File: src/rtl/mlir_pkg.sv
package mlir_pkg;

    localparam int SampleW   = 16;
    localparam int BaseW     = 18;
    localparam int FillW     = 11;
    localparam int VolW      = 5;
    localparam int PhaseW    = 19;
    localparam int ProdW     = 27;
    localparam int MagW      = 9;
    localparam int MaxResults = 5;
    localparam int MulSteps  = 9;
    localparam int DivSteps  = 27;
    localparam int DigitCnt  = 4;

    localparam logic [BaseW-1:0]  BaseStepRst = 18'd79183;
    localparam logic [FillW-1:0]  FillRst     = 11'd1000;
    localparam logic [VolW-1:0]   VolRst      = 5'd1;
    localparam logic [PhaseW-1:0] PhaseOne    = 19'h10000;
    localparam logic [16:0]       TrimDivisor = 17'd50000;
    localparam logic signed [11:0] FillTarget = 12'sd1000;
    localparam logic signed [11:0] ErrLimit   = 12'sd500;

    localparam logic [1:0] RegBaseStep = 2'd0;
    localparam logic [1:0] RegFill     = 2'd1;
    localparam logic [1:0] RegVolShift = 2'd2;

    typedef struct packed {
        logic              ready;
        logic [PhaseW-1:0] step;
    } step_stat_t;

endpackage

File: src/rtl/mlir_step_calc.sv
module mlir_step_calc (
    input  logic                       clk,
    input  logic                       rst_n,
    input  logic                       start,
    input  logic [mlir_pkg::BaseW-1:0] base_step,
    input  logic [mlir_pkg::FillW-1:0] fill_permille,
    output mlir_pkg::step_stat_t       stat
);
    import mlir_pkg::*;

    typedef enum logic [3:0] {
        SC_LOAD = 4'b0001,
        SC_MUL  = 4'b0010,
        SC_DIV  = 4'b0100,
        SC_DONE = 4'b1000
    } sc_state_t;

    sc_state_t         state_reg, state_next;
    logic [4:0]        cnt_reg, cnt_next;
    logic              neg_reg, neg_next;
    logic [MagW-1:0]   mag_reg, mag_next;
    logic [ProdW-1:0]  mcand_reg, mcand_next;
    logic [ProdW-1:0]  acc_reg, acc_next;
    logic [15:0]       rem_reg, rem_next;
    logic [PhaseW-1:0] step_reg, step_next;

    logic signed [11:0] err;
    logic signed [11:0] err_clamped;
    logic [16:0]        trial;
    logic [PhaseW-1:0]  quot;

    always_comb
    begin
        err = $signed({1'b0, fill_permille}) - FillTarget;
        if (err > ErrLimit)
        begin
            err_clamped = ErrLimit;
        end
        else if (err < -ErrLimit)
        begin
            err_clamped = -ErrLimit;
        end
        else
        begin
            err_clamped = err;
        end
        trial = {rem_reg, acc_reg[ProdW-1]};
        quot  = acc_reg[PhaseW-1:0];
    end

    always_comb
    begin
        state_next = state_reg;
        cnt_next   = cnt_reg;
        neg_next   = neg_reg;
        mag_next   = mag_reg;
        mcand_next = mcand_reg;
        acc_next   = acc_reg;
        rem_next   = rem_reg;
        step_next  = step_reg;
        if (start)
        begin
            state_next = SC_LOAD;
        end
        else
        begin
            case (state_reg)
                SC_LOAD:
                begin
                    neg_next   = err_clamped[11];
                    mag_next   = err_clamped[11] ? MagW'(-err_clamped) : MagW'(err_clamped);
                    mcand_next = ProdW'(base_step);
                    acc_next   = '0;
                    cnt_next   = '0;
                    state_next = SC_MUL;
                end
                SC_MUL:
                begin
                    // shift-add, one multiplier bit per cycle
                    if (mag_reg[0])
                    begin
                        acc_next = acc_reg + mcand_reg;
                    end
                    mag_next   = mag_reg >> 1;
                    mcand_next = mcand_reg << 1;
                    cnt_next   = cnt_reg + 5'd1;
                    if (cnt_reg == 5'(MulSteps - 1))
                    begin
                        cnt_next   = '0;
                        rem_next   = '0;
                        state_next = SC_DIV;
                    end
                end
                SC_DIV:
                begin
                    // restoring division, one quotient bit per cycle
                    if (trial >= TrimDivisor)
                    begin
                        rem_next = 16'(trial - TrimDivisor);
                        acc_next = {acc_reg[ProdW-2:0], 1'b1};
                    end
                    else
                    begin
                        rem_next = trial[15:0];
                        acc_next = {acc_reg[ProdW-2:0], 1'b0};
                    end
                    cnt_next = cnt_reg + 5'd1;
                    if (cnt_reg == 5'(DivSteps - 1))
                    begin
                        state_next = SC_DONE;
                    end
                end
                SC_DONE:
                begin
                    step_next = PhaseW'(base_step) + (neg_reg ? -quot : quot);
                end
                default:
                begin
                    state_next = SC_LOAD;
                end
            endcase
        end
    end

    logic ready_reg, ready_next;

    always_comb
    begin
        ready_next = ready_reg;
        if (start)
        begin
            ready_next = 1'b0;
        end
        else if (state_reg == SC_DIV && cnt_reg == 5'(DivSteps - 1))
        begin
            ready_next = 1'b0;
        end
        else if (state_reg == SC_DONE)
        begin
            ready_next = 1'b1;
        end
    end

    always_ff @(posedge clk or negedge rst_n)
    begin
        if (!rst_n)
        begin
            state_reg <= SC_LOAD;
            cnt_reg   <= '0;
            ready_reg <= 1'b0;
            step_reg  <= '0;
        end
        else
        begin
            state_reg <= state_next;
            cnt_reg   <= cnt_next;
            ready_reg <= ready_next;
            step_reg  <= step_next;
        end
    end

    always_ff @(posedge clk)
    begin
        neg_reg   <= neg_next;
        mag_reg   <= mag_next;
        mcand_reg <= mcand_next;
        acc_reg   <= acc_next;
        rem_reg   <= rem_next;
    end

    assign stat.ready = ready_reg && (state_reg == SC_DONE) && !start;
    assign stat.step  = step_reg;

endmodule

File: src/rtl/mix_linear_interp_resampler.sv
// channel   | handshake                   | payload
// ----------+-----------------------------+-------------------------------
// sample    | sample_valid / sample_stall | first_sample, second_sample
// result    | result_valid / result_stall | out_sample, last_of_run
// config    | apb psel/penable/pwrite     | paddr[3:2] index, pwdata
//
// an input transfer is taken in idle, then each result runs one check, four 4-bit
// multiply digits and one load, and a final check returns to idle, the only state that takes a sample
// the 4-bit digit-serial interpolation multiplier takes most of the steps of each result
// after reset and after each write to base_step or fill_permille the step unit
// runs its 9 multiply bits and 27 divide bits with sample_stall high
// a held result_stall stops result loads, and no sample is taken while a load waits
module mix_linear_interp_resampler (
    input  logic        clk,
    input  logic        rst_n,
    input  logic        psel,
    input  logic        penable,
    input  logic        pwrite,
    input  logic [3:0]  paddr,
    input  logic [31:0] pwdata,
    output logic [31:0] prdata,
    output logic        pready,
    input  logic        sample_valid,
    output logic        sample_stall,
    input  logic signed [mlir_pkg::SampleW-1:0] first_sample,
    input  logic signed [mlir_pkg::SampleW-1:0] second_sample,
    output logic        result_valid,
    input  logic        result_stall,
    output logic signed [mlir_pkg::SampleW-1:0] out_sample,
    output logic        last_of_run
);
    import mlir_pkg::*;

    typedef enum logic [3:0] {
        ST_IDLE  = 4'b0001,
        ST_CHECK = 4'b0010,
        ST_MUL   = 4'b0100,
        ST_EMIT  = 4'b1000
    } state_t;

    logic [BaseW-1:0] base_reg;
    logic [FillW-1:0] fill_reg;
    logic [VolW-1:0]  vol_reg;
    logic             cfg_wr;
    logic [1:0]       cfg_idx;
    step_stat_t       stat;

    state_t                     state_reg, state_next;
    logic [2:0]                 count_reg, count_next;
    logic [PhaseW-1:0]          phase_reg, phase_next;
    logic signed [SampleW-1:0]  prev_reg, prev_next;
    logic signed [SampleW-1:0]  mixed_reg, mixed_next;
    logic signed [16:0]         d_reg, d_next;
    logic [15:0]                ph_sh_reg, ph_sh_next;
    logic signed [32:0]         acc_reg, acc_next;
    logic [1:0]                 dig_reg, dig_next;
    logic                       rv_reg, rv_next;
    logic signed [SampleW-1:0]  rs_reg, rs_next;
    logic                       rl_reg, rl_next;

    logic signed [16:0] sum;
    logic signed [16:0] shifted;
    logic signed [SampleW-1:0] mix;
    logic signed [21:0] pp;
    logic signed [16:0] interp;
    logic [PhaseW-1:0]  phase_adv;
    logic               accept;
    logic               out_free;

    // configuration port
    assign pready  = 1'b1;
    assign cfg_wr  = psel && penable && pwrite;
    assign cfg_idx = paddr[3:2];

    always_comb
    begin
        case (cfg_idx)
            RegBaseStep: prdata = 32'(base_reg);
            RegFill:     prdata = 32'(fill_reg);
            RegVolShift: prdata = 32'(vol_reg);
            default:     prdata = '0;
        endcase
    end

    always_ff @(posedge clk or negedge rst_n)
    begin
        if (!rst_n)
        begin
            base_reg <= BaseStepRst;
            fill_reg <= FillRst;
            vol_reg  <= VolRst;
        end
        else if (cfg_wr)
        begin
            case (cfg_idx)
                RegBaseStep: base_reg <= pwdata[BaseW-1:0];
                RegFill:     fill_reg <= pwdata[FillW-1:0];
                RegVolShift: vol_reg  <= pwdata[VolW-1:0];
                default:     ;
            endcase
        end
    end

    mlir_step_calc u_step (
        .clk           (clk),
        .rst_n         (rst_n),
        .start         (cfg_wr && (cfg_idx == RegBaseStep || cfg_idx == RegFill)),
        .base_step     (base_reg),
        .fill_permille (fill_reg),
        .stat          (stat)
    );

    // mixing: add, arithmetic shift, saturate
    always_comb
    begin
        sum     = {first_sample[SampleW-1], first_sample}
                + {second_sample[SampleW-1], second_sample};
        shifted = sum >>> vol_reg;
        if (shifted[16] != shifted[15])
        begin
            mix = shifted[16] ? 16'sh8000 : 16'sh7fff;
        end
        else
        begin
            mix = shifted[15:0];
        end
    end

    assign sample_stall = !(state_reg == ST_IDLE && stat.ready) || cfg_wr;
    assign accept       = sample_valid && !sample_stall;
    assign out_free     = !rv_reg || !result_stall;
    assign pp           = d_reg * $signed({1'b0, ph_sh_reg[15:12]});
    assign interp       = {prev_reg[SampleW-1], prev_reg} + acc_reg[32:16];
    assign phase_adv    = phase_reg + stat.step;

    always_comb
    begin
        state_next = state_reg;
        count_next = count_reg;
        phase_next = phase_reg;
        prev_next  = prev_reg;
        mixed_next = mixed_reg;
        d_next     = d_reg;
        ph_sh_next = ph_sh_reg;
        acc_next   = acc_reg;
        dig_next   = dig_reg;
        rs_next    = rs_reg;
        rl_next    = rl_reg;
        rv_next    = rv_reg && result_stall;
        case (state_reg)
            ST_IDLE:
            begin
                if (accept)
                begin
                    mixed_next = mix;
                    count_next = '0;
                    state_next = ST_CHECK;
                end
            end
            ST_CHECK:
            begin
                if (phase_reg[PhaseW-1:16] == '0 && count_reg < 3'(MaxResults))
                begin
                    d_next     = {mixed_reg[SampleW-1], mixed_reg}
                               - {prev_reg[SampleW-1], prev_reg};
                    ph_sh_next = phase_reg[15:0];
                    acc_next   = '0;
                    dig_next   = '0;
                    state_next = ST_MUL;
                end
                else
                begin
                    // run done, or capped with phase still below one
                    phase_next = (phase_reg[PhaseW-1:16] != '0) ? phase_reg - PhaseOne : '0;
                    prev_next  = mixed_reg;
                    state_next = ST_IDLE;
                end
            end
            ST_MUL:
            begin
                acc_next   = {acc_reg[28:0], 4'b0000} + {{11{pp[21]}}, pp};
                ph_sh_next = {ph_sh_reg[11:0], 4'b0000};
                dig_next   = dig_reg + 2'd1;
                if (dig_reg == 2'(DigitCnt - 1))
                begin
                    state_next = ST_EMIT;
                end
            end
            ST_EMIT:
            begin
                if (out_free)
                begin
                    rv_next    = 1'b1;
                    rs_next    = interp[15:0];
                    rl_next    = (phase_adv[PhaseW-1:16] != '0)
                              || (count_reg == 3'(MaxResults - 1));
                    phase_next = phase_adv;
                    count_next = count_reg + 3'd1;
                    state_next = ST_CHECK;
                end
            end
            default:
            begin
                state_next = ST_IDLE;
            end
        endcase
    end

    always_ff @(posedge clk or negedge rst_n)
    begin
        if (!rst_n)
        begin
            state_reg <= ST_IDLE;
            count_reg <= '0;
            phase_reg <= '0;
            prev_reg  <= '0;
            dig_reg   <= '0;
            rv_reg    <= 1'b0;
        end
        else
        begin
            state_reg <= state_next;
            count_reg <= count_next;
            phase_reg <= phase_next;
            prev_reg  <= prev_next;
            dig_reg   <= dig_next;
            rv_reg    <= rv_next;
        end
    end

    always_ff @(posedge clk)
    begin
        mixed_reg <= mixed_next;
        d_reg     <= d_next;
        ph_sh_reg <= ph_sh_next;
        acc_reg   <= acc_next;
        rs_reg    <= rs_next;
        rl_reg    <= rl_next;
    end

    assign result_valid = rv_reg;
    assign out_sample   = rs_reg;
    assign last_of_run  = rl_reg;

    a_emit_phase: assert property (@(posedge clk) disable iff (!rst_n)
        state_reg == ST_EMIT |-> phase_reg[PhaseW-1:16] == '0)
        else $error("result computed with phase at or above one");

    a_count_cap: assert property (@(posedge clk) disable iff (!rst_n)
        count_reg <= 3'(MaxResults))
        else $error("result count above cap");

    a_accept_ready: assert property (@(posedge clk) disable iff (!rst_n)
        accept |-> stat.ready)
        else $error("sample taken before step is ready");

    a_mul_len: assert property (@(posedge clk) disable iff (!rst_n)
        state_reg == ST_MUL && dig_reg == 2'(DigitCnt - 1) |=> state_reg == ST_EMIT)
        else $error("multiply did not finish after four digits");

endmodule

File: config.mk
export PLATFORM = sky130hd
export DESIGN_NAME = mix_linear_interp_resampler
export DESIGN_NICKNAME = d
export VERILOG_FILES = /design/src/rtl/mlir_pkg.sv /design/src/rtl/mlir_step_calc.sv /design/src/rtl/mix_linear_interp_resampler.sv
export SDC_FILE = /design/constraint.sdc
export NUM_CORES = 1
export LEC_CHECK = 0
export BUFFER_PORTS_ARGS = -buffer_cell sky130_fd_sc_hd__buf_2
export CAP_MARGIN = 20
export CORE_ASPECT_RATIO = 1.5
export CORE_MARGIN = 2
export CORE_UTILIZATION = 30
export CTS_BUF_LIST = sky130_fd_sc_hd__clkbuf_8
export CTS_CLUSTER_DIAMETER = 100
export DETAILED_ROUTE_END_ITERATION = 10
export SLEW_MARGIN = 0
export SYNTH_ARGS = -nofsm -noshare
export SYNTH_HDL_FRONTEND = slang
export SYNTH_SLANG_ARGS = --single-unit
File: constraint.sdc
create_clock -name clk -period 7.25 [get_ports clk]
set_clock_uncertainty 0.2 [all_clocks]
set_input_delay 1.0875 -clock clk [delete_from_list [all_inputs] [get_ports clk]]
set_output_delay 1.0875 -clock clk [all_outputs]
set_load 0.005 [all_outputs]
==> impl_metrics.toml, run 1 <==
[cells_and_area]
largest_reg_flops = 32
multi_input_comb_area_um2 = 12900
nets = 2726
syn2layout_area_growth_pct = 11.8
drive_gt1_share_pct = 11.8
seq_area_um2 = 8070
fillCellCount = 7451

[worst_setup_path]
arrival_ns = 6.94
startpoint_type = "flip-flop"
endpoint_kind = "flip-flop"
crit_fanout = 14
cp.required_ns = 7.43
path_class = "reg2reg"

[power_and_ir_drop]
comb_power_share_pct = 42.7
leakage_uw = 0.0109
p_sw_uw = 2790
pwr-share-clk_pct = 21.3
p_int_uw = 4360
irDropWorstVdd_uv = 206
p_per_area_nw_per_um2 = 294
power_uw = 7150
switching_share_pct = 39.0
p_seq_share_pct = 36.1

[synth]
syn-instance-count = 2315
synthTopCellsByCount = "281 x nand2_1, 194 x ha_1, 178 x edfxtp_1, 178 x nor2_1, 164 x o21ai_0"
ys_seq_area_share_pct = 37.1
synth_top_area_cell = "edfxtp_1"
synth_area_per_cell_um2 = 9.41
synthArstFlopShare_pct = 37.8
yosysUniqueCellTypes = 92
yosysMostFrequentCell = "nand2_1"
synth_area_um2 = 21800
synth_warnings = 0
synth-edff-count = 178
yosys.area.top_type_share_pct = 24.5
synth_seq_cells = 286
synth_area_leaders = "edfxtp_1 25%, ha_1 11%, dfrtp_1 10%"
synth_ff_type = "edfxtp_1"

[clock_tree]
cts_root_buf = "clkbuf_8"
cts.htree.levels = 2
clock_sinks = 286
cts_tree = "built"
clk_pin_slew_worst_paths_ns = 0.07
cts_buffers = 50
holdBufCountCts = 0
clock_latency_ns = 0.66
clockBufferDepth = 3

[timing]
fmax_ghz = 0.148
relSlewSlack_pct = 22.2
layout_min_cycle_time_ns = 6.76
hold_slack_ns = 0.245
fin_crit_sh_pct = 93.3
finalHoldViolations = 0
setup_tns_ns = 0
setup_viol = 0
tightest_slew_ns = 1.17
rsz0062_at_grt = "false"
drv_slew = 0

[floorplan]
io_pins = 127
start_util_pct = 30.2
core_um2 = 72200
fp.dieH_um = 334
die_area_um2 = 74800
die_w_um = 224
rows = 121

[status]
status = "finished, final reports clean"

[placement]
globalplace.congestion = 0.882
io_buffers = 95
dpl.hpwl_um = 38900

[global_route]
antenna_found_initial = 2
track_usage_pct = 13.5
overflow = 0
first_global_vias = 16700
grt_max_degree = 62
grt_pass1_wl_um = 83100

[detailed_routing]
drt-total-wl_um = 50300
routedWlPerCell_um = 14.9
ant_nets = 0
drc = 0
initialDrtViolationCount = 686
dr.pass1.iters = 5
viasPerCell = 4.94
num_vias = 16700

[min_path]
hold_class = "in2async"

[run]
max-cap-violations = 0
-- path summary, 6_finish.rpt --
| kind | slack (ns) | cells after the start | endpoint | from |
|---|---|---|---|---|
| setup / recovery | 0.49 | 27 | acc_reg[31] | ph_sh_reg[14] |
| hold / removal | 0.24 | 1 | u_step.cnt_reg[1] | rst_n |
| setup reg to reg | 0.49 | 27 | acc_reg[31] | ph_sh_reg[14] |
| hold reg to reg | 0.28 | 2 | u_step.step_reg[14] | u_step.step_reg[14] |
| max in group asynchronous | 5.30 | 2 | fill_reg[0] | rst_n |
| min in group clk | 0.28 | 2 | u_step.step_reg[14] | u_step.step_reg[14] |
-- layer usage --
metal,routed length (um),global-route usage [%],up-vias
li1,-,-,8443
met1,20600,14.8,7934
met2,26800,26.3,227
met3,1700,2.11,95
met4,1230,4.33,0
met5,0,0,-
-- through the flow --
step	util, %	cell area [um^2]	cells	setup slack (ns)
floorplan	-	21800	2328	0.687
global placement	32.2	23300	3284	0.255
detailed placement	32.3	23300	3285	0.196
CTS	33.7	24300	3379	0.188
global route	33.7	24300	3380	0.0989
finish	33.7	24300	3381	0.486
-- power groups by stage --
| stage | sequential, uW | clock (uW) | combinational (uW) |
|---|---|---|---|
| floorplan | 2470 | 0 | 2480 |
| global placement | 2610 | 0 | 3030 |
| detailed placement | 2610 | 0 | 3050 |
| CTS | 2580 | 1580 | 3080 |
| global route | 2640 | 1640 | 3460 |
| finish | 2580 | 1520 | 3050 |
-- cell type report --
type | instances | area share, %
multi-input cells | 1811 | 52.9
diodes | 2 | 0.0206
flip-flops and latches | 286 | 33.2
repair buffers | 118 | 2.67
clock inverters | 32 | 0.740
inverters | 148 | 2.28
well taps | 922 | 4.74
clock buffers | 62 | 3.51
-- worst max-delay path, cell delays in order (launching register included) --
cell      delay, ns
edfxtp_1       0.42
buf_4          0.20
and2_1         0.15
ha_1           0.31
fa_1           0.54
inv_1          0.05
fa_1           0.52
inv_1          0.04
ha_1           0.31
a21oi_1        0.22
o21bai_1       0.09
a21oi_1        0.22
nor2b_1        0.12
o21a_1         0.19
a21oi_1        0.22
o21bai_1       0.11
xor2_1         0.15
ha_1           0.35
and3_1         0.24
and4_1         0.22
a221oi_1       0.29
o21ai_1        0.23
a211oi_2       0.28
nor3_1         0.10
a311oi_2       0.32
a311o_1        0.24
xnor2_1        0.12
nor2_1         0.06
-- layout by cell type (no fill, tap or decap), types with 22 or more instances in the layout --
master    count
xor2_1       58
nor3_1       36
a31oi_1      26
o21ai_0     162
fa_1         42
inv_1       166
mux2_2       39
and2_1       92
nand3_1      38
buf_4        24
edfxtp_1    178
xnor2_1     108
clkbuf_8     62
and3_1       28
o21a_1       22
nor2_1      176
ha_1        194
nor2b_1      22
dfrtp_1      89
a21o_1       57
a21oi_1     113
mux2i_1      22
buf_2        94
nand2_1     280
-- logic make-up after synthesis --
| family | after synthesis | share of synthesized area, % |
|---|---|---|
| xor gates and xnor gates | 167 | 6.80 |
| other | 2 | 0.0345 |
| AOI/OAI and AO/OA | 562 | 16.9 |
| adders and majority gates | 236 | 15.0 |
| DFF | 286 | 37.1 |
| and+or+nand+nor | 768 | 16.7 |
| buffers and inverters | 231 | 4.28 |
| muxes | 63 | 3.24 |
-- repair_timing --
action                                  4_1_cts  5_1_grt
resized for setup                             0        3
setup buffers                                 0        0
endpoints found under the setup margin        0        2
Note: power is estimated with default switching activity, not from simulation.
==> run 2, diff against run 1 <==
- CELL_PAD_IN_SITES_DETAIL_PLACEMENT: unset -> 2
- CELL_PAD_IN_SITES_GLOBAL_PLACEMENT: unset -> 2
- CORE_UTILIZATION: 30 -> 38
- PLACE_DENSITY_LB_ADDON: unset -> 0.1
==> run 2 against run 1 <==
Effect of this change:
- register-to-register slack got worse by 0.03 ns
- first-iteration DRC count down 22%
- die area is 21% lower
- total power grew 2.4%
- sequential share of layout area up 0.19 points
- setup slack worse by 0.034 ns
- fmax decreased by 0.49%
- global-route usage grew 8.9 points
==> impl_metrics.toml, run 2 (synthesis gave the netlist of run 1 again) <==
[clock_tree]
cts_buffers = 51
cts.htree.levels = 2
cts_root_buf = "clkbuf_8"
clockBufferDepth = 3
holdBufCountCts = 0
clock_latency_ns = 0.65
clk_pin_slew_worst_paths_ns = 0.06
cts_tree = "built"
clock_sinks = 286

[placement]
dpl.hpwl_um = 51200
globalplace.congestion = 0.828
placed_cell_area_um2 = 23200
io_buffers = 95
dp_cells = 3139

[cells_and_area]
largest_reg_flops = 32
drive_gt1_share_pct = 12.2
final_cells = 3237
final_common_cell = "nand2_1"
syn2layout_area_growth_pct = 11.1
nets = 2741
utilization_pct = 42.6
stdcell_area_um2 = 24200
layout_common_cells = "280 x nand2_1, 194 x ha_1, 178 x edfxtp_1"

[detailed_routing]
drc = 0
dr.pass1.iters = 4
routedWlPerCell_um = 20.1
ant_nets = 0
viasPerCell = 5.43
drt-total-wl_um = 65100
initialDrtViolationCount = 533
num_vias = 17600

[timing]
layout_min_cycle_time_ns = 6.80
hold_slack_ns = 0.214
fin_crit_sh_pct = 93.8
fmax_ghz = 0.147
drv_slew = 0
setup_viol = 0
finalHoldViolations = 0
relSlewSlack_pct = 35.7
rsz0062_at_grt = "false"
setup_tns_ns = 0
tightest_slew_ns = 0.964

[floorplan]
die_area_um2 = 59300
start_util_pct = 38.4
core_um2 = 56800
die_w_um = 199
fp.dieH_um = 297
rows = 107
io_pins = 127

[global_route]
first_global_vias = 19900
grt_max_degree = 73
grt_pass1_wl_um = 105000
antenna_found_initial = 1
track_usage_pct = 22.4
overflow = 0

[worst_setup_path]
endpoint_kind = "flip-flop"
startpoint_type = "flip-flop"
cp.required_ns = 7.42
crit_fanout = 13
arrival_ns = 6.96
path_class = "reg2reg"

[run]
max-cap-violations = 0

[power_and_ir_drop]
leakage_uw = 0.0109
p_per_area_nw_per_um2 = 302
irDropWorstVdd_uv = 196

[min_path]
hold_class = "in2async"

[status]
status = "finished, final reports clean"
## run 2: cell types whose count changed in the layout (fill, tap and decap cells not counted), sizes merged
cell      previous run  this run
inv                168       175
clkinv               9        12
buf                118       132
clkinvlp             2         0
clkbuf              62        56
diode                2         1
## run 2: critical path, cell delays in order, from the launching register on
cell,delay [ns]
edfxtp_1,0.43
buf_4,0.21
and2_1,0.15
ha_1,0.31
fa_1,0.54
inv_1,0.06
fa_1,0.55
inv_1,0.06
ha_1,0.37
and4_1,0.22
a211oi_1,0.29
a21oi_1,0.17
o31ai_2,0.31
a21oi_1,0.16
o211ai_1,0.32
buf_4,0.28
ha_1,0.29
a21oi_1,0.14
o21ai_0,0.16
a211oi_1,0.26
buf_4,0.16
nor3_1,0.05
a311oi_1,0.31
buf_4,0.18
a311o_1,0.17
xnor2_1,0.13
nor2_1,0.05
## run 2: through the flow
stage | total power (uW) | setup WS [ns]
after floorplan | 4960 | 0.687
after global placement | 5730 | 0.302
after detailed placement | 5920 | 0.220
after CTS | 7460 | 0.196
after global routing | 7940 | 0.0342
final | 7320 | 0.452
## run 2: repair_timing
action,CTS,global route
gates resized for setup,0,6
endpoints found under the setup margin,0,4
endpoints found under the hold margin,0,0
setup buffers,0,1
## run 2: path summary, 6_finish.rpt
check                                   start                 to  slack [ns]  depth (start not counted)
worst max-delay path            ph_sh_reg[14]        acc_reg[31]        0.45                         26
worst min-delay path                    rst_n      phase_reg[18]        0.21                          1
worst max register to register  ph_sh_reg[14]        acc_reg[31]        0.45                         26
worst min register to register  mixed_reg[11]       prev_reg[11]        0.29                          2
max in group asynchronous               rst_n  u_step.cnt_reg[3]        5.22                          2
min in group clk                mixed_reg[11]       prev_reg[11]        0.29                          2
## run 2: per-layer routing
| layer | track usage (%) | vias up | routed length [um] |
|---|---|---|---|
| met5 | 0 | - | 0 |
| met4 | 6.56 | 0 | 1730 |
| met3 | 2.34 | 94 | 1160 |
| met2 | 46.6 | 177 | 38400 |
| met1 | 22.6 | 8881 | 23800 |
| li1 | - | 8437 | - |
## run 2: final cells by class
| type | instances | area (um^2) |
|---|---|---|
| Fill cell | 6333 | 32600 |
| Clock inverter | 40 | 194 |
| Inverter | 148 | 556 |
| Multi-Input combinational cell | 1811 | 12900 |
| Tap cell | 763 | 955 |
| Timing Repair Buffer | 132 | 756 |
| Antenna cell | 1 | 2.50 |
| Sequential cell | 286 | 8070 |
| Clock buffer | 56 | 771 |
## run 2: power breakdown
group	leakage, uW	total, uW	switching [uW]	internal [uW]
Combinational	0.00723	3250	1930	1330
Sequential	0.00311	2600	358	2240
Clock	0.000603	1470	721	746
==> run 3, diff against run 2 <==
- clock period: 7.25 -> 6.3 ns (I/O delays scaled with it)
==> run 3 against run 2 <==
Effect of this change:
- the run now ends with negative setup slack left
- clock power up 16%
- sequential cell count stayed put
- core utilization up 2.8 points
- via count is 4.1% higher
- sequential share of layout area down 2.1 points
- die area stayed put
- non-clock buffer count up 119
- global-route usage is 2.4 points higher
- total power grew 16%
- final cell count increased by 3.5%
- sequential power grew 15%
- largest power group unchanged
==> impl_metrics.toml, run 3 (synthesis gave the netlist of run 1 again) <==
[floorplan]
io_pins = 127
core_um2 = 56800
die_w_um = 199
rows = 107
fp.dieH_um = 297
start_util_pct = 38.4
die_area_um2 = 59300

[worst_setup_path]
critical_path.reg2reg.startpoint = "ph_sh_reg[15]"
rrSetupSlack_ns = -0.30
cp.required_ns = 6.45
arrival_ns = 6.75
endpoint_kind = "flip-flop"
r2r_end = "acc_reg[28]"
path_class = "reg2reg"
critical_path.slowest_cell = "fa_2"
critPathMaxStageDelay_ns = 0.61
crit_fanout = 5
startpoint_type = "flip-flop"
worstRegToRegCells = 29

[global_route]
globalRouteMet2Util_pct = 50.6
grt_max_degree = 64
track_usage_pct = 24.8
grtUsageMet1_pct = 23.9
use_met3_pct = 2.89
overflow = 0
first_global_vias = 21300
grt_pass1_wl_um = 115000
antenna_found_initial = 2
grt-busiest-layer = "met2"

[cells_and_area]
final_cells = 3350
syn2layout_area_growth_pct = 18.5
final_common_cell = "nand2_1"
layout_common_cells = "276 x nand2_1, 178 x edfxtp_1, 172 x nor2_1"
drive_gt1_share_pct = 20.3
largest_reg_flops = 32
fillCellCount = 6245
nets = 2858

[clock_tree]
cts.htree.levels = 2
cts_tree = "built"
clk_pin_slew_worst_paths_ns = 0.06
clockBufferDepth = 3
cts_buffers = 49
holdBufCountCts = 0
clock_sinks = 286
clock_latency_ns = 0.64
cts_root_buf = "clkbuf_8"

[power_and_ir_drop]
p_seq_share_pct = 35.5
switching_share_pct = 41.2
p_per_area_nw_per_um2 = 328
leakage_uw = 0.0116
irDropWorstVdd_uv = 258
p_sw_uw = 3480
p_int_uw = 4980
comb_power_share_pct = 44.4
pwr-share-clk_pct = 20.1

[placement]
post-place-ws_ns = -0.579
io_buffers = 95
dp_cells = 3221
globalplace.congestion = 0.837
dpl.hpwl_um = 52600

[timing]
finalHoldViolations = 0
rsz0062_at_grt = "true"
relSlewSlack_pct = 40.9
layout_min_cycle_time_ns = 6.60
fin_crit_sh_pct = 105
fin_ws_ns = -0.296
drv_slew = 0
setup_viol = 9
fmax_ghz = 0.152
tightest_slew_ns = 0.880

[run]
max-cap-violations = 0

[min_path]
hold_class = "in2async"

[status]
violations = "negative setup slack"
status = "finished with violations"

[detailed_routing]
num_vias = 18300
drc = 0
dr.pass1.iters = 4
ant_nets = 0
drt-total-wl_um = 73800
routedWlPerCell_um = 22.0
viasPerCell = 5.47
initialDrtViolationCount = 541
-- run 3: cell types whose count changed in the layout (fill, tap and decap cells not counted), moves of 14 or more --
cell,before,now
ha_4,0,20
ha_1,194,170
buf_4,38,141
inv_1,173,159
buf_6,0,16
a21oi_1,111,92
a21oi_2,3,20
-- run 3: timing repair --
action / in CTS / in global routing
pin swaps: 59 / 52
gates resized for setup: 95 / 54
endpoints found under the setup margin: 10 / 17
cloned: 1 / 0
setup buffers: 28 / 17
-- run 3: area by class of cell --
cell class                 instances  area [um^2]  share of cell area [%]
multi-input combinational       1811        13500                    52.5
tap                              763          955                    3.70
antenna                            1         2.50                 0.00970
inverter                         148          556                    2.15
sequential                       286         8070                    31.3
clock inverter                    29          120                   0.466
timing repair buffer             251         1710                    6.63
clock buffer                      61          840                    3.25
-- run 3: worst max-delay path: cells and delay by family, from the launching register on --
family                     cells  cell delay (ns)
buffers and inverters          8             0.97
and+or+nand+nor                3             0.55
adders and majority gates      5             1.91
DFF                            1             0.49
xor gates and xnor gates       2             0.31
AOI/OAI and AO/OA             11             1.86
-- run 3: power groups by stage --
stage	clock network (uW)	registers [uW]	logic (uW)
global placement	0	3020	3570
global route	1830	3070	4260
detailed placement	0	3040	3770
floorplan	0	2850	2860
finish	1700	3000	3760
CTS	1760	3010	3820
-- run 3: metal layers --
layer  vias up  part of all wire (%)
met5         -                 0.015
met4         2                   4.7
met3       172                   2.3
met2       266                    58
met1      9196                    35
li1       8674                     -
-- run 3: per-stage QoR --
step	TNS, ns	cell area (um^2)	power [uW]	hold WS, ns	utilization (%)
after floorplan	0	21800	5700	0.248	-
after global placement	-1.83	23800	6580	0.263	41.9
after detailed placement	-3.35	23800	6820	0.282	42.0
after CTS	-0.361	25500	8590	0.125	44.9
after global routing	-4.12	25800	9160	0.173	45.4
final	-1.65	25800	8460	0.149	45.4
-- run 3: how the worst max path moves through the flow --
stage,start,endpoint,slack [ns],cells after the start
4_1_cts,ph_sh_reg[15],acc_reg[28],-0.10,28
6_report,ph_sh_reg[15],acc_reg[28],-0.30,29
3_3_place_gp,ph_sh_reg[14],acc_reg[31],-0.41,28
3_5_place_dp,ph_sh_reg[14],acc_reg[31],-0.58,28
5_1_grt,ph_sh_reg[15],acc_reg[30],-0.56,29
2_1_floorplan,ph_sh_reg[15],acc_reg[31],0.003,24
